--- config.mk ---
export PLATFORM = sky130hd
export DESIGN_NAME = transparent_exchange_response_parser
export DESIGN_NICKNAME = d
export VERILOG_FILES = /design/src/rtl/terp_pkg.sv /design/src/rtl/transparent_exchange_response_parser.sv
export VERILOG_INCLUDE_DIRS = /design/src /design/src/rtl
export SDC_FILE = /design/constraint.sdc
export NUM_CORES = 1
export LEC_CHECK = 0
export BUFFER_PORTS_ARGS = -buffer_cell sky130_fd_sc_hd__clkbuf_2
export CORE_ASPECT_RATIO = 1.5
export CORE_MARGIN = 3
export CORE_UTILIZATION = 51
export CTS_BUF_LIST = sky130_fd_sc_hd__clkbuf_4
export DETAILED_ROUTE_END_ITERATION = 7
export PLACE_DENSITY = 0.76
export SYNTH_ARGS = -nofsm -noshare
export SYNTH_HDL_FRONTEND = slang
export SYNTH_SLANG_ARGS = --single-unit
export TNS_END_PERCENT = 20
--- constraint.sdc ---
create_clock -name i_clk -period 9 [get_ports i_clk]
set_input_delay 0.45 -clock i_clk [delete_from_list [all_inputs] [get_ports i_clk]]
set_output_delay 0.45 -clock i_clk [all_outputs]
set_load 0.03 [all_outputs]
--- src/rtl/transparent_exchange_response_parser_defines.svh ---
// assertion macros for the transparent exchange response parser
// no dependencies; taken in by files that carry concurrent assertions
`ifndef TRANSPARENT_EXCHANGE_RESPONSE_PARSER_DEFINES_SVH
`define TRANSPARENT_EXCHANGE_RESPONSE_PARSER_DEFINES_SVH

// checked on every rising edge, off while reset is held
`define TERP_ASSERT(lbl, clk, rst_n, prop, msg) \
    lbl: assert property (@(posedge clk) disable iff (!rst_n) prop) else $error(msg);

// checked on every rising edge, reset included
`define TERP_ASSERT_ALWAYS(lbl, clk, prop, msg) \
    lbl: assert property (@(posedge clk) prop) else $error(msg);

`endif

--- src/rtl/terp_pkg.sv ---
// types, codes and the status word classifier for the response parser
// no dependencies
`timescale 1ns / 1ps
`default_nettype none

package terp_pkg;

    // tags and length bytes
    localparam logic [7:0] TAG_ERR_STATUS = 8'hC0;
    localparam logic [7:0] TAG_FRAMING    = 8'h92;
    localparam logic [7:0] TAG_STATUS     = 8'h96;
    localparam logic [7:0] TAG_DATA       = 8'h97;
    localparam logic [7:0] TAG_RESULT     = 8'h90;
    localparam logic [7:0] LEN_ERR_STATUS = 8'h03;
    localparam logic [7:0] LEN_FRAMING    = 8'h01;
    localparam logic [7:0] LEN_STATUS     = 8'h02;
    localparam logic [7:0] RESULT_TRAILER = 8'h00;

    // result kinds
    localparam logic [1:0] KIND_PAYLOAD = 2'd0;
    localparam logic [1:0] KIND_DONE    = 2'd1;
    localparam logic [1:0] KIND_FAIL    = 2'd2;

    // status word classes
    localparam logic [3:0] CLS_9000  = 4'd0;
    localparam logic [3:0] CLS_6282  = 4'd1;
    localparam logic [3:0] CLS_6300  = 4'd2;
    localparam logic [3:0] CLS_6301  = 4'd3;
    localparam logic [3:0] CLS_6A81  = 4'd4;
    localparam logic [3:0] CLS_6700  = 4'd5;
    localparam logic [3:0] CLS_6A80  = 4'd6;
    localparam logic [3:0] CLS_6400  = 4'd7;
    localparam logic [3:0] CLS_6401  = 4'd8;
    localparam logic [3:0] CLS_6F00  = 4'd9;
    localparam logic [3:0] CLS_OTHER = 4'd10;

    typedef enum logic [3:0] {
        PH_TAG     = 4'd0,
        PH_ES_LEN  = 4'd1,
        PH_ES_CODE = 4'd2,
        PH_ES_SW1  = 4'd3,
        PH_ES_SW2  = 4'd4,
        PH_FR_LEN  = 4'd5,
        PH_FR_VAL  = 4'd6,
        PH_ST_LEN  = 4'd7,
        PH_ST_V1   = 4'd8,
        PH_ST_V2   = 4'd9,
        PH_DA_LEN  = 4'd10,
        PH_DA_PAY  = 4'd11,
        PH_RES_00  = 4'd12,
        PH_DISCARD = 4'd13
    } t_phase;

    typedef struct packed {
        logic [1:0]  kind;
        logic [7:0]  data_byte;
        logic [23:0] error_code;
        logic [3:0]  error_class;
        logic [7:0]  bit_framing;
        logic        crc_ok;
        logic        collision_ok;
        logic        parity_ok;
        logic        framing_ok;
        logic [7:0]  collision_pos;
        logic [2:0]  objects_seen;
    } t_result;

    function automatic logic [3:0] class_of(input logic [15:0] sw);
        logic [3:0] cls;
        unique case (sw)
            16'h9000: cls = CLS_9000;
            16'h6282: cls = CLS_6282;
            16'h6300: cls = CLS_6300;
            16'h6301: cls = CLS_6301;
            16'h6A81: cls = CLS_6A81;
            16'h6700: cls = CLS_6700;
            16'h6A80: cls = CLS_6A80;
            16'h6400: cls = CLS_6400;
            16'h6401: cls = CLS_6401;
            16'h6F00: cls = CLS_6F00;
            default:  cls = CLS_OTHER;
        endcase
        return cls;
    endfunction

endpackage

`default_nettype wire

--- src/rtl/transparent_exchange_response_parser.sv ---
// top level of the transparent exchange response parser
// depends on terp_pkg and transparent_exchange_response_parser_defines.svh
`timescale 1ns / 1ps
`default_nettype none
`include "transparent_exchange_response_parser_defines.svh"

// Parses a reader's transparent exchange response one byte per request. Each
// accepted byte steps a small tag/length state machine in the same cycle and
// its results land in a two-entry output queue, so a result appears on the
// output in the cycle after its byte is taken. Sustained rate is one byte
// per cycle while unstalled; a byte that raises two results (a last payload
// byte followed by the completion or failure result) holds the input stalled
// while the queue drains, since the queue must have room for two results
// before a byte is taken. Output stall backs up through the queue straight
// into o_in_stall. Gathered fields are cleared whenever a response ends.
module transparent_exchange_response_parser
    import terp_pkg::*;
(
    input  wire logic        i_clk,
    input  wire logic        i_rst_n,
    // byte request channel
    input  wire logic        i_in_valid,
    output logic             o_in_stall,
    input  wire logic [7:0]  i_in_byte,
    input  wire logic        i_last,
    // result request channel
    output logic             o_out_valid,
    input  wire logic        i_out_stall,
    output logic [1:0]       o_kind,
    output logic [7:0]       o_data_byte,
    output logic [23:0]      o_error_code,
    output logic [3:0]       o_error_class,
    output logic [7:0]       o_bit_framing,
    output logic             o_crc_ok,
    output logic             o_collision_ok,
    output logic             o_parity_ok,
    output logic             o_framing_ok,
    output logic [7:0]       o_collision_pos,
    output logic [2:0]       o_objects_seen
);

    // parser state
    t_phase      r_phase,     n_phase;
    logic [7:0]  r_left,      n_left;
    logic [7:0]  r_code,      n_code;
    logic [7:0]  r_sw1,       n_sw1;
    logic [23:0] r_err,       n_err;
    logic [3:0]  r_cls,       n_cls;
    logic [7:0]  r_frm,       n_frm;
    logic [3:0]  r_flags,     n_flags;
    logic [7:0]  r_coll,      n_coll;
    logic [2:0]  r_seen,      n_seen;

    // output queue, entry 0 is the head
    t_result     r_q0, n_q0;
    t_result     r_q1, n_q1;
    logic [1:0]  r_cnt, n_cnt;

    logic        out_pop;
    logic [1:0]  cnt_left;
    logic        in_take;

    // results raised by the byte on the input
    t_result     res0, res1;
    logic [1:0]  res_n;
    logic        fail;
    logic        discard;
    logic        payload;
    logic [15:0] sw_word;

    assign out_pop    = (r_cnt != 2'd0) && !i_out_stall;
    assign cnt_left   = r_cnt - {1'b0, out_pop};
    // only take a byte when both queue slots are free after this cycle's pop
    assign o_in_stall = (cnt_left != 2'd0);
    assign in_take    = i_in_valid && !o_in_stall;
    assign sw_word    = {r_sw1, i_in_byte};

    // parser step and result assembly
    always_comb begin
        n_phase = r_phase;
        n_left  = r_left;
        n_code  = r_code;
        n_sw1   = r_sw1;
        n_err   = r_err;
        n_cls   = r_cls;
        n_frm   = r_frm;
        n_flags = r_flags;
        n_coll  = r_coll;
        n_seen  = r_seen;
        fail    = 1'b0;
        discard = 1'b0;
        payload = 1'b0;

        unique case (r_phase)
            PH_TAG: begin
                case (i_in_byte)
                    TAG_ERR_STATUS: n_phase = PH_ES_LEN;
                    TAG_FRAMING:    n_phase = PH_FR_LEN;
                    TAG_STATUS:     n_phase = PH_ST_LEN;
                    TAG_DATA:       n_phase = PH_DA_LEN;
                    TAG_RESULT:     n_phase = PH_RES_00;
                    default:        fail    = 1'b1;
                endcase
            end
            PH_ES_LEN: begin
                if (i_in_byte == LEN_ERR_STATUS) n_phase = PH_ES_CODE;
                else fail = 1'b1;
            end
            PH_ES_CODE: begin
                n_code  = i_in_byte;
                n_phase = PH_ES_SW1;
            end
            PH_ES_SW1: begin
                n_sw1   = i_in_byte;
                n_phase = PH_ES_SW2;
            end
            PH_ES_SW2: begin
                n_err   = {r_code, sw_word};
                n_cls   = class_of(sw_word);
                n_seen  = r_seen | 3'b001;
                n_phase = PH_TAG;
            end
            PH_FR_LEN: begin
                if (i_in_byte == LEN_FRAMING) n_phase = PH_FR_VAL;
                else fail = 1'b1;
            end
            PH_FR_VAL: begin
                n_frm   = i_in_byte;
                n_seen  = r_seen | 3'b010;
                n_phase = PH_TAG;
            end
            PH_ST_LEN: begin
                if (i_in_byte == LEN_STATUS) n_phase = PH_ST_V1;
                else fail = 1'b1;
            end
            PH_ST_V1: begin
                n_flags = i_in_byte[3:0];
                n_phase = PH_ST_V2;
            end
            PH_ST_V2: begin
                n_coll  = i_in_byte;
                n_seen  = r_seen | 3'b100;
                n_phase = PH_TAG;
            end
            PH_DA_LEN: begin
                n_left  = i_in_byte;
                n_phase = (i_in_byte == 8'd0) ? PH_TAG : PH_DA_PAY;
            end
            PH_DA_PAY: begin
                payload = 1'b1;
                n_left  = r_left - 8'd1;
                if (r_left == 8'd1) n_phase = PH_TAG;
            end
            PH_RES_00: begin
                if (i_in_byte == RESULT_TRAILER) n_phase = PH_TAG;
                else fail = 1'b1;
            end
            default: begin
                // rest of a failed response, silent through its last byte as well
                discard = 1'b1;
            end
        endcase

        // failure result template, also used for the payload result
        res0       = '0;
        res0.kind  = KIND_FAIL;
        res1       = '0;
        res1.kind  = KIND_FAIL;
        res_n      = 2'd0;

        if (discard) begin
            res_n = 2'd0;
        end else if (fail) begin
            res_n = 2'd1;
            if (!i_last) n_phase = PH_DISCARD;
        end else begin
            // completion carries the fields as they stand after this byte
            if (i_last && n_phase == PH_TAG) begin
                res1.kind          = KIND_DONE;
                res1.error_code    = n_err;
                res1.error_class   = n_cls;
                res1.bit_framing   = n_frm;
                res1.crc_ok        = !n_flags[0];
                res1.collision_ok  = !n_flags[1];
                res1.parity_ok     = !n_flags[2];
                res1.framing_ok    = !n_flags[3];
                res1.collision_pos = n_coll;
                res1.objects_seen  = n_seen;
            end
            if (payload) begin
                res0.kind      = KIND_PAYLOAD;
                res0.data_byte = i_in_byte;
                res_n          = i_last ? 2'd2 : 2'd1;
            end else begin
                res0  = res1;
                res_n = i_last ? 2'd1 : 2'd0;
            end
        end

        // end of response: every reply starts from cleared fields
        if (i_last) begin
            n_phase = PH_TAG;
            n_left  = '0;
            n_code  = '0;
            n_sw1   = '0;
            n_err   = '0;
            n_cls   = '0;
            n_frm   = '0;
            n_flags = '0;
            n_coll  = '0;
            n_seen  = '0;
        end
    end

    // output queue next state
    always_comb begin
        n_q0  = r_q0;
        n_q1  = r_q1;
        n_cnt = cnt_left;
        if (in_take) begin
            // queue is empty after the pop here
            n_q0  = res0;
            n_q1  = res1;
            n_cnt = res_n;
        end else if (out_pop) begin
            n_q0 = r_q1;
        end
    end

    always_ff @(posedge i_clk) begin
        if (!i_rst_n) begin
            r_phase <= PH_TAG;
            r_left  <= '0;
            r_code  <= '0;
            r_sw1   <= '0;
            r_err   <= '0;
            r_cls   <= '0;
            r_frm   <= '0;
            r_flags <= '0;
            r_coll  <= '0;
            r_seen  <= '0;
            r_cnt   <= '0;
        end else begin
            if (in_take) begin
                r_phase <= n_phase;
                r_left  <= n_left;
                r_code  <= n_code;
                r_sw1   <= n_sw1;
                r_err   <= n_err;
                r_cls   <= n_cls;
                r_frm   <= n_frm;
                r_flags <= n_flags;
                r_coll  <= n_coll;
                r_seen  <= n_seen;
            end
            r_cnt <= n_cnt;
        end
    end

    // queue payload, no reset needed
    always_ff @(posedge i_clk) begin
        r_q0 <= n_q0;
        r_q1 <= n_q1;
    end

    assign o_out_valid     = (r_cnt != 2'd0);
    assign o_kind          = r_q0.kind;
    assign o_data_byte     = r_q0.data_byte;
    assign o_error_code    = r_q0.error_code;
    assign o_error_class   = r_q0.error_class;
    assign o_bit_framing   = r_q0.bit_framing;
    assign o_crc_ok        = r_q0.crc_ok;
    assign o_collision_ok  = r_q0.collision_ok;
    assign o_parity_ok     = r_q0.parity_ok;
    assign o_framing_ok    = r_q0.framing_ok;
    assign o_collision_pos = r_q0.collision_pos;
    assign o_objects_seen  = r_q0.objects_seen;

    // queue never holds more than two results
    `TERP_ASSERT_ALWAYS(a_cnt_bound, i_clk, !i_rst_n || r_cnt != 2'd3, "queue overfilled")
    // the second slot only ever holds a completion or a failure
    `TERP_ASSERT(a_second_not_payload, i_clk, i_rst_n,
        r_cnt == 2'd2 |-> r_q1.kind != KIND_PAYLOAD, "payload in second slot")
    // bytes of a failed response raise nothing
    `TERP_ASSERT(a_discard_silent, i_clk, i_rst_n,
        in_take && r_phase == PH_DISCARD |=> r_cnt == 2'd0, "result from discarded byte")
    // a last byte leaves the parser cleared
    `TERP_ASSERT(a_last_clears, i_clk, i_rst_n,
        in_take && i_last |=> r_phase == PH_TAG && r_seen == 3'd0 && r_left == 8'd0,
        "state not cleared at end of response")
    // a failure mid response moves into discard
    `TERP_ASSERT(a_fail_discard, i_clk, i_rst_n,
        in_take && fail && !i_last |=> r_phase == PH_DISCARD, "failure did not discard")

endmodule

`default_nettype wire

==> reports/summary.txt, run 1 <==
Run status - completed
Initial core utilization - 0.520
Die W - 116 µm
Residual DRC count - 0
Slew Limit Fails - 0
Crit path max fanout - 72
Number of enable flip-flop cells after synthesis - 114
Synth unique cells - 69
Number of port buffers - 75
Post-route ant nets - 0
Post-DP HPWL - 13100 µm
CTS H-tree depth - 4
Post-CTS setup buffer count - 0
NetSw - 1390 µW
Clock share of power - 0.147
FP Rows - 60
Final WL - 21100 µm
Via/cell ratio - 5.95
Min-delay worst type - input port to flop
Share of the synthesized area in the top cell type - 0.367
CTS max path bufs - 2
Post_cts resized - 0
Max IR drop VDD - 0.306 mV
Drt wl/cell - 18.9 µm
Area leader, netlist - edfxtp_1
R2r startpoint - r_phase[3]$_SDFFE_PN0P_
Worst skew pair latency - 0.57 ns
Final Hold Viols - 0
Post-Syn Area - 0.00933 mm²
Reg2reg end - o_error_code[17]$_DFFE_PP_
Reg2reg path depth - 10
Largest net degree at the start of global routing - 83
Ports - 76
Setup crit end kind - flop
CTS Sinks - 195
All-Layer GR Usage - 0.213
Placed cell area - 0.00969 mm²
Worst EP arrival - 4.59 ns
RePlAce Congestion - 0.949
Async SR Flop Fraction - 0
CP startpoint - r_phase[3]$_SDFFE_PN0P_
DRT iter0 DRCs - 639
Initial antenna violation count - 1
Root buffer cell - clkbuf_4
Post-route cell area - 0.00997 mm²
Sequential share of the synthesized area - 0.541
Crit path time final - 4.29 ns
Count leader, synth - edfxtp_1
Mapped Avg Cell Area - 10.9 µm²
P_int - 1760 µW
Post-synth top cells - edfxtp_1 (114), nand2_1 (82), dfxtp_1 (81)
Post-synth net total - 874
Pwr Total - 3140 µW
Max Cap Violations - 0
Clock-pin slew on the worst setup and hold paths - 0.17 ns
CTS tree - built
Syn Inst Count - 857
Via count - 6645
Die height - 172 µm
Hold depth - 4
Pleak - 0.00344 µW
Setup Skew - 0.0236 ns
First-pass GRT wire length - 33300 µm
Sequential Power Share - 0.447
RSZ-0062 raised after global routing - false
Hold-fix buffers, CTS - 0
Vias in the first global route - 6264
Layout fillers - 1548
Share of layout cells above drive strength 1 - 0.192
DRT Pass-1 Iters - 5
# setup viols final - 0
Sequential cell area - 0.00504 mm²
R2r setup slk - 4.71 ns
Critical Path End - o_error_code[17]$_DFFE_PP_
Cell area power density - 315 mW/mm²
Slew margin rel. - 0.250
YS warnings - 0
Fmax achieved - 233 MHz
Multi-input logic area - 0.00389 mm²
Die area - 0.0200 mm²
Pre-CTS setup slack - 4.79 ns
Final #Nets - 903
CP required - 9.30 ns
Combinational share of power - 0.406
Final period util - 0.476
Crit path launch type - flop
Ys flop type - edfxtp_1
Grt total ovfl - 0
Worst-margin pin slew - 1.12 ns
CTS buffer count - 17
Setup TNS - 0 ns
Final WS setup - 4.71 ns
Crit path kind - flop to flop
Area Overhead vs Synth - 6.87%
Synth area leaders - edfxtp_1 (37%), dfxtp_1 (17%), mux2i_1 (5.9%)
Net Sw Frac - 0.441
Core outline area - 0.0179 mm²
Seq cells post-synth - 195
==> through the flow <==
step                utilization  hold WS [ns]  instances
CTS                       0.556         0.375       1116
detailed placement        0.540         0.463       1084
floorplan                     -         0.441        857
finish                    0.556         0.398       1117
global route              0.556         0.393       1117
global placement          0.540         0.448       1084
==> worst min-delay path by stage <==
| stage | start | to | slack [ns] |
|---|---|---|---|
| 5_1_grt | i_out_stall | r_cnt[0]$_SDFF_PN0_ | 0.39 |
| 3_3_place_gp | r_seen[2]$_SDFFE_PN0P_ | r_seen[2]$_SDFFE_PN0P_ | 0.45 |
| 3_5_place_dp | r_seen[2]$_SDFFE_PN0P_ | r_seen[2]$_SDFFE_PN0P_ | 0.46 |
| 4_1_cts | i_out_stall | r_cnt[0]$_SDFF_PN0_ | 0.37 |
| 6_report | i_out_stall | r_cnt[0]$_SDFF_PN0_ | 0.40 |
| 2_1_floorplan | r_seen[0]$_SDFFE_PN0P_ | r_seen[0]$_SDFFE_PN0P_ | 0.44 |
==> final cells by class <==
| type | count | share of cell area |
|---|---|---|
| timing repair buffer | 83 | 0.0437 |
| clock inverter | 14 | 0.0144 |
| tap | 217 | 0.0272 |
| sequential | 195 | 0.506 |
| inverter | 12 | 0.00477 |
| multi-input combinational | 577 | 0.390 |
| clock buffer | 18 | 0.0136 |
| antenna | 1 | 0.000251 |
==> cell usage in the layout (no fill, tap or decap), types with 5 or more instances in the layout <==
master / count
clkbuf_2: 75
edfxtp_1: 114
nand2b_1: 6
a21boi_0: 8
a22oi_1: 47
nand3_1: 9
clkbuf_4: 18
buf_4: 8
nor4_1: 5
and2_1: 5
o21ai_1: 7
a21oi_1: 10
o21ai_0: 16
and3_1: 10
or4_1: 5
o31ai_1: 27
nor3_1: 17
dfxtp_1: 81
o31ai_2: 28
mux2_2: 5
inv_1: 10
nor2_1: 75
nand4_1: 8
mux2i_1: 55
nand2_1: 81
nor2b_1: 79
==> sequential cells by signal (all words and copies together), names as in the netlist, 2 cells and up <==
name,flops
r_cls,4
r_code,8
r_flags,4
o_collision_pos,8
r_phase,4
o_bit_framing,8
o_objects_seen,3
o_error_code,24
r_frm,8
r_sw1,8
r_coll,8
o_data_byte,8
r_seen,3
r_q1,53
r_cnt,2
r_left,8
r_err,24
o_kind,2
o_error_class,4
==> metal layers <==
layer	vias up	wire (µm)	GRT usage
li1	3204	-	-
met1	3195	9150	0.278
met2	211	10300	0.359
met3	35	954	0.0282
met4	0	632	0.0793
met5	-	0	0
==> worst max-delay path, stage by stage (launching register included) <==
cell and delay [ns]:
dfxtp_1 0.77, nor2b_1 0.28, nand3_1 0.39, inv_1 0.66, o21ai_1 0.21, o221a_2 0.19
o311a_1 0.12, and4_1 0.23, inv_4 0.27, buf_4 0.71, o31ai_2 0.12
==> power groups by stage <==
stage / combinational (µW) / clock [µW] / sequential (µW)
floorplan: 709 / 0 / 1730
global placement: 1280 / 0 / 1420
detailed placement: 1300 / 0 / 1430
CTS: 1300 / 471 / 1410
global route: 1390 / 497 / 1430
finish: 1280 / 461 / 1410
==> logic make-up after synthesis <==
family	synth area share
AOI/OAI and AO/OA	0.153
xor gates and xnor gates	0.00376
adders and majority gates	0.00537
buffers and inverters	0.0455
DFF	0.541
muxes	0.0650
and+or+nand+nor	0.187
(Power assumes the default switching activity.)
==> run 2: changes to the inputs <==
--- a/config.mk
+++ b/config.mk
@@ -12,7 +12,7 @@
 export CORE_UTILIZATION = 51
 export CTS_BUF_LIST = sky130_fd_sc_hd__clkbuf_4
 export DETAILED_ROUTE_END_ITERATION = 7
-export PLACE_DENSITY = 0.76
+export PLACE_DENSITY = 0.78
 export SYNTH_ARGS = -nofsm -noshare
 export SYNTH_HDL_FRONTEND = slang
 export SYNTH_SLANG_ARGS = --single-unit
==> constraint.sdc (replaced) <==
create_clock -name i_clk -period 3.92 [get_ports i_clk]
set_input_delay 0.196 -clock i_clk [delete_from_list [all_inputs] [get_ports i_clk]]
set_output_delay 0.196 -clock i_clk [all_outputs]
set_load 0.03 [all_outputs]
==> reports/summary.txt, run 2 (synthesis results as in run 1) <==
Root buffer cell - clkbuf_4 (unchanged)
First-pass GRT wire length - 34400 µm (was 33300 µm)
Worst skew pair latency - 0.57 ns (about the same)
Core outline area - 0.0179 mm² (unchanged)
FP Rows - 60 (unchanged)
Grt total ovfl - 0 (unchanged)
Worst EP arrival - 3.51 ns (was 4.59 ns)
Reg2reg end - o_error_code[17]$_DFFE_PP_ (unchanged)
Layout Cells excl Fill - 1125 (was 1117)
RSZ-0062 raised after global routing - false (unchanged)
Pre-CTS setup slack - 0.595 ns (was 4.79 ns)
Setup Skew - 0.0244 ns (was 0.0236 ns)
Initial core utilization - 0.520 (unchanged)
Most frequent cells in the layout - edfxtp_1 (114), nand2_1 (81), dfxtp_1 (81) (unchanged)
Residual DRC count - 0 (unchanged)
CTS buffer count - 17 (unchanged)
Max IR drop VDD - 0.541 mV (was 0.306 mV)
Top reg by flops - r_q1 (unchanged)
Critical Path End - o_error_code[17]$_DFFE_PP_ (unchanged)
Setup crit end kind - flop (unchanged)
CP startpoint - r_phase[2]$_SDFFE_PN0P_ (was r_phase[3]$_SDFFE_PN0P_)
Max Cap Violations - 0 (unchanged)
CTS tree - built (unchanged)
Run status - completed (unchanged)
Top delay family on crit path - simple AND/OR/NAND/NOR gates (was buffers and inverters)
Slew margin rel. - 0.277 (was 0.250)
Via count - 6753 (was 6645)
Die height - 172 µm (unchanged)
Crit path time final - 3.19 ns (was 4.29 ns)
Slew Limit Fails - 0 (unchanged)
Share of layout cells above drive strength 1 - 0.200 (was 0.192)
Pwr Total - 7400 µW (was 3140 µW)
Clock-pin slew on the worst setup and hold paths - 0.16 ns (was 0.17 ns)
Final #Nets - 911 (was 903)
All-Layer GR Usage - 0.221 (was 0.213)
Crit path max-delay cell type - or4b_2 (was dfxtp_1)
Ports - 76 (unchanged)
Worst Path Buf+Inv - 2 (was 3)
Crit path max fanout - 54 (was 72)
Pleak - 0.00351 µW (was 0.00344 µW)
Initial antenna violation count - 1 (unchanged)
CTS Sinks - 195 (unchanged)
Number of port buffers - 75 (unchanged)
RePlAce Congestion - 0.977 (was 0.949)
DRT Pass-1 Iters - 5 (unchanged)
Post-DP HPWL - 14100 µm (was 13100 µm)
R2r startpoint - r_phase[2]$_SDFFE_PN0P_ (was r_phase[3]$_SDFFE_PN0P_)
CP required - 4.23 ns (was 9.30 ns)
# setup viols final - 0 (unchanged)
Crit path kind - flop to flop (unchanged)
Flip-flop count of the largest register after layout - 53 (unchanged)
Critical-path cell list - nor4_1, or4b_2, and2_1, and4_1, inv_4, buf_12, o31ai_2 (was nor2b_1, nand3_1, inv_1, o21ai_1, o221a_2, o311a_1, and4_1, inv_4, buf_4, o31ai_2)
Placed cell count - 1092 (was 1084)
Layout fillers - 1538 (was 1548)
Fmax achieved - 313 MHz (was 233 MHz)
CP Depth - 7 (was 10)
Largest net degree at the start of global routing - 58 (was 83)
Worst-margin pin slew - 1.08 ns (was 1.12 ns)
Post-route cell area - 0.0101 mm² (was 0.00997 mm²)
Crit-path max cell delay - 0.66 ns (was 0.77 ns)
Cell area power density - 735 mW/mm² (was 315 mW/mm²)
Most common cell after layout, fill and taps aside - edfxtp_1 (unchanged)
Hold Startpoint - i_out_stall (unchanged)
Die W - 116 µm (unchanged)
Via/cell ratio - 6.00 (was 5.95)
Post_cts resized - 0 (unchanged)
Min-delay worst type - input port to flop (unchanged)
Final Hold Viols - 0 (unchanged)
Reg2reg path depth - 7 (was 10)
Final WL - 21800 µm (was 21100 µm)
Placed cell area - 0.00976 mm² (was 0.00969 mm²)
CTS max path bufs - 2 (unchanged)
Post-route ant nets - 0 (unchanged)
Final period util - 0.814 (was 0.476)
Die area - 0.0200 mm² (unchanged)
Crit path launch type - flop (unchanged)
Area Overhead vs Synth - 8.03% (was 6.87%)
Drt wl/cell - 19.4 µm (was 18.9 µm)
Vias in the first global route - 6373 (was 6264)
Hold-fix buffers, CTS - 0 (unchanged)
Post-CTS setup buffer count - 0 (unchanged)
Setup TNS - 0 ns (unchanged)
R2r setup slk - 0.73 ns (was 4.71 ns)
DRT iter0 DRCs - 591 (was 639)
CTS H-tree depth - 4 (unchanged)
Final WS setup - 0.728 ns (was 4.71 ns)
## run 2: worst reg2reg max path, delay by kind of cell (launching register included)
family / cells / cell delay (ns)
simple gates: 4 / 1.54
buf+inv: 2 / 0.73
flops: 1 / 0.53
compound gates: 1 / 0.15
## run 2: layout make-up
class                           count  area (µm²)  share of cell area
Sequential cell                   195        5040               0.501
Clock inverter                     15         188              0.0186
Multi-Input combinational cell    577        3890               0.386
Clock buffer                       17         128              0.0127
Inverter                           12        47.5             0.00472
Tap cell                          217         272              0.0269
Antenna cell                        1        2.50            0.000248
Timing Repair Buffer               91         508              0.0504
## run 2: power by group
part | total [µW] | leakage [µW] | switching, µW | internal [µW]
combinational | 3030 | 0.00157 | 2260 | 769
clock | 1160 | 0.000172 | 747 | 411
sequential | 3210 | 0.00177 | 208 | 3010
total | 7400 | 0.00351 | 3220 | 4190
## run 2: worst min path at each step
| stage | to | cells past startpoint | slack, ns |
|---|---|---|---|
| 2_1_floorplan | r_seen[0]$_SDFFE_PN0P_ | 1 | 0.44 |
| 3_3_place_gp | r_seen[2]$_SDFFE_PN0P_ | 1 | 0.45 |
| 3_5_place_dp | r_seen[1]$_SDFFE_PN0P_ | 1 | 0.46 |
| 4_1_cts | r_cnt[0]$_SDFF_PN0_ | 4 | 0.11 |
| 5_1_grt | r_cnt[0]$_SDFF_PN0_ | 4 | 0.15 |
| 6_report | r_cnt[0]$_SDFF_PN0_ | 4 | 0.13 |
## run 2: layer usage
layer / up-vias / track usage / share of wire
li1: 3219 / - / -
met1: 3280 / 0.287 / 0.43
met2: 202 / 0.362 / 0.49
met3: 52 / 0.0370 / 0.047
met4: 0 / 0.0949 / 0.035
met5: - / 0 / 0
## run 2: stage by stage
stage / utilization / hold slack (ns)
finish: 0.562 / 0.132
global route: 0.562 / 0.152
CTS: 0.562 / 0.111
detailed placement: 0.544 / 0.457
global placement: 0.544 / 0.448
floorplan: - / 0.441
==> run 3: changes to the inputs <==
--- a/config.mk
+++ b/config.mk
@@ -12,7 +12,7 @@
 export CORE_UTILIZATION = 51
 export CTS_BUF_LIST = sky130_fd_sc_hd__clkbuf_4
 export DETAILED_ROUTE_END_ITERATION = 7
-export PLACE_DENSITY = 0.78
+export PLACE_DENSITY = 0.76
 export SYNTH_ARGS = -nofsm -noshare
 export SYNTH_HDL_FRONTEND = slang
 export SYNTH_SLANG_ARGS = --single-unit
==> constraint.sdc (replaced) <==
create_clock -name i_clk -period 2.95 [get_ports i_clk]
set_input_delay 0.1475 -clock i_clk [delete_from_list [all_inputs] [get_ports i_clk]]
set_output_delay 0.1475 -clock i_clk [all_outputs]
set_load 0.03 [all_outputs]
==> reports/summary.txt, run 3 (synthesis results as in run 1) <==
Run status - completed (unchanged)
Root buffer cell - clkbuf_4 (unchanged)
Number of port buffers - 75 (unchanged)
DRT iter0 DRCs - 556 (was 591)
Flip-flop count of the largest register after layout - 53 (unchanged)
Worst skew pair latency - 0.61 ns (was 0.57 ns)
Die area - 0.0200 mm² (unchanged)
Placed cell count - 1133 (was 1092)
CTS buffer count - 17 (unchanged)
Die W - 116 µm (unchanged)
Layout Cells excl Fill - 1167 (was 1125)
Pleak - 0.00373 µW (was 0.00351 µW)
Pwr Total - 10000 µW (was 7400 µW)
Slew Limit Fails - 0 (unchanged)
RSZ-0062 raised after global routing - false (unchanged)
Final core occ - 0.581 (was 0.562)
Crit path kind - flop to flop (unchanged)
Via/cell ratio - 5.92 (was 6.00)
Min-delay worst type - input port to flop (unchanged)
Crit path launch type - flop (unchanged)
Final period util - 0.953 (was 0.814)
Clock-pin slew on the worst setup and hold paths - 0.17 ns (was 0.16 ns)
# setup viols final - 0 (unchanged)
Post_cts resized - 0 (unchanged)
Setup Skew - 0.0197 ns (was 0.0244 ns)
DRT Pass-1 Iters - 5 (unchanged)
Area Overhead vs Synth - 11.8% (was 8.03%)
Met1 Use GR - 0.301 (was 0.287)
Post-route cell area - 0.0104 mm² (was 0.0101 mm²)
Final #Nets - 953 (was 911)
Top Usage Layer GRT - met2 (unchanged)
Core outline area - 0.0179 mm² (unchanged)
Post-CTS setup buffer count - 0 (unchanged)
All-Layer GR Usage - 0.233 (was 0.221)
Drt wl/cell - 19.5 µm (was 19.4 µm)
Worst-margin pin slew - 0.961 ns (was 1.08 ns)
Top reg by flops - r_q1 (unchanged)
Ports - 76 (unchanged)
Combinational share of power - 0.429 (was 0.409)
Initial antenna violation count - 1 (unchanged)
Worst EP arrival - 3.20 ns (was 3.51 ns)
Placed cell area - 0.0101 mm² (was 0.00976 mm²)
CTS Sinks - 195 (unchanged)
Most common cell after layout, fill and taps aside - edfxtp_1 (unchanged)
CP required - 3.34 ns (was 4.23 ns)
Net Sw Frac - 0.428 (was 0.435)
Post-DP HPWL - 15800 µm (was 14100 µm)
Layout fillers - 1531 (was 1538)
Post-route ant nets - 0 (unchanged)
Met2 global-route usage - 0.393 (was 0.362)
Crit path time final - 2.81 ns (was 3.19 ns)
CTS H-tree depth - 4 (unchanged)
Final Hold Viols - 0 (unchanged)
Most frequent cells in the layout - edfxtp_1 (114), nand2_1 (81), dfxtp_1 (81) (unchanged)
Residual DRC count - 0 (unchanged)
Via count - 6914 (was 6753)
Die height - 172 µm (unchanged)
NetSw - 4300 µW (was 3220 µW)
Vias in the first global route - 6502 (was 6373)
Setup TNS - 0 ns (unchanged)
Max Cap Violations - 0 (unchanged)
P_int - 5740 µW (was 4190 µW)
Max IR drop VDD - 0.750 mV (was 0.541 mV)
Clock share of power - 0.149 (was 0.156)
Grt total ovfl - 0 (unchanged)
RePlAce Congestion - 0.952 (was 0.977)
Cell area power density - 963 mW/mm² (was 735 mW/mm²)
Slew margin rel. - 0.355 (was 0.277)
Largest net degree at the start of global routing - 52 (was 58)
Sequential Power Share - 0.422 (was 0.434)
First-pass GRT wire length - 35700 µm (was 34400 µm)
Grt met3 use - 0.0327 (was 0.0370)
CTS max path bufs - 2 (unchanged)
Setup crit end kind - flop (unchanged)
Crit path max fanout - 29 (was 54)
Final WL - 22700 µm (was 21800 µm)
FP Rows - 60 (unchanged)
Fmax achieved - 356 MHz (was 313 MHz)
Share of layout cells above drive strength 1 - 0.233 (was 0.200)
Initial core utilization - 0.520 (unchanged)
CTS tree - built (unchanged)
==> run 3: worst paths after layout <==
check,from,end,slack (ns),depth (start not counted)
setup / recovery,r_phase[0]$_SDFFE_PN0P_,r_q1[17]$_SDFFCE_PP0P_,0.14,10
hold reg to reg,r_seen[0]$_SDFFE_PN0P_,r_seen[0]$_SDFFE_PN0P_,0.49,1
hold / removal,i_rst_n,r_cnt[1]$_SDFF_PN0_,0.07,2
setup reg to reg,r_phase[0]$_SDFFE_PN0P_,r_q1[17]$_SDFFCE_PP0P_,0.14,10
==> run 3: area by class of cell <==
| type | count | area (µm²) | area share |
|---|---|---|---|
| antenna | 1 | 2.50 | 0.000240 |
| clock buffer | 17 | 128 | 0.0122 |
| clock inverter | 15 | 169 | 0.0162 |
| inverter | 12 | 47.5 | 0.00456 |
| multi-input combinational | 577 | 3890 | 0.373 |
| sequential | 195 | 5040 | 0.484 |
| tap | 217 | 272 | 0.0260 |
| timing repair buffer | 133 | 876 | 0.0840 |
==> run 3: what timing repair did <==
action                     4_1_cts  5_1_grt
hold endpoints to repair         1        0
hold buffers                     1        0
setup endpoints to repair        0        0
==> run 3: critical path: stages (launching register included) <==
cell and delay [ns]:
dfxtp_1 0.45, nor4_1 0.50, nand4_1 0.29, o31ai_1 0.33, buf_4 0.17, nor4_1 0.04
and4_1 0.25, inv_4 0.18, buf_12 0.21, buf_4 0.15, nor2_1 0.04
==> run 3: stage by stage <==
stage / setup slack (ns) / hold slack (ns)
global route: 0.0217 / 0.0773
global placement: 0.154 / 0.449
detailed placement: 0.134 / 0.454
CTS: 0.128 / 0.0354
finish: 0.139 / 0.0686
floorplan: 0.0896 / 0.441
==> run 3: power by group through the flow <==
stage | combinational [µW] | sequential, µW | clock [µW]
2_1_floorplan | 2180 | 5170 | 0
3_3_place_gp | 4280 | 4280 | 0
3_5_place_dp | 4360 | 4310 | 0
4_1_cts | 4370 | 4240 | 1530
5_1_grt | 4660 | 4310 | 1620
6_report | 4310 | 4240 | 1490
==> run 3: routing by layer <==
| layer | up-vias | routed length, µm |
|---|---|---|
| met1 | 3349 | 9540 |
| li1 | 3309 | - |
| met4 | 0 | 658 |
| met3 | 36 | 1160 |
| met5 | - | 0 |
| met2 | 220 | 11300 |
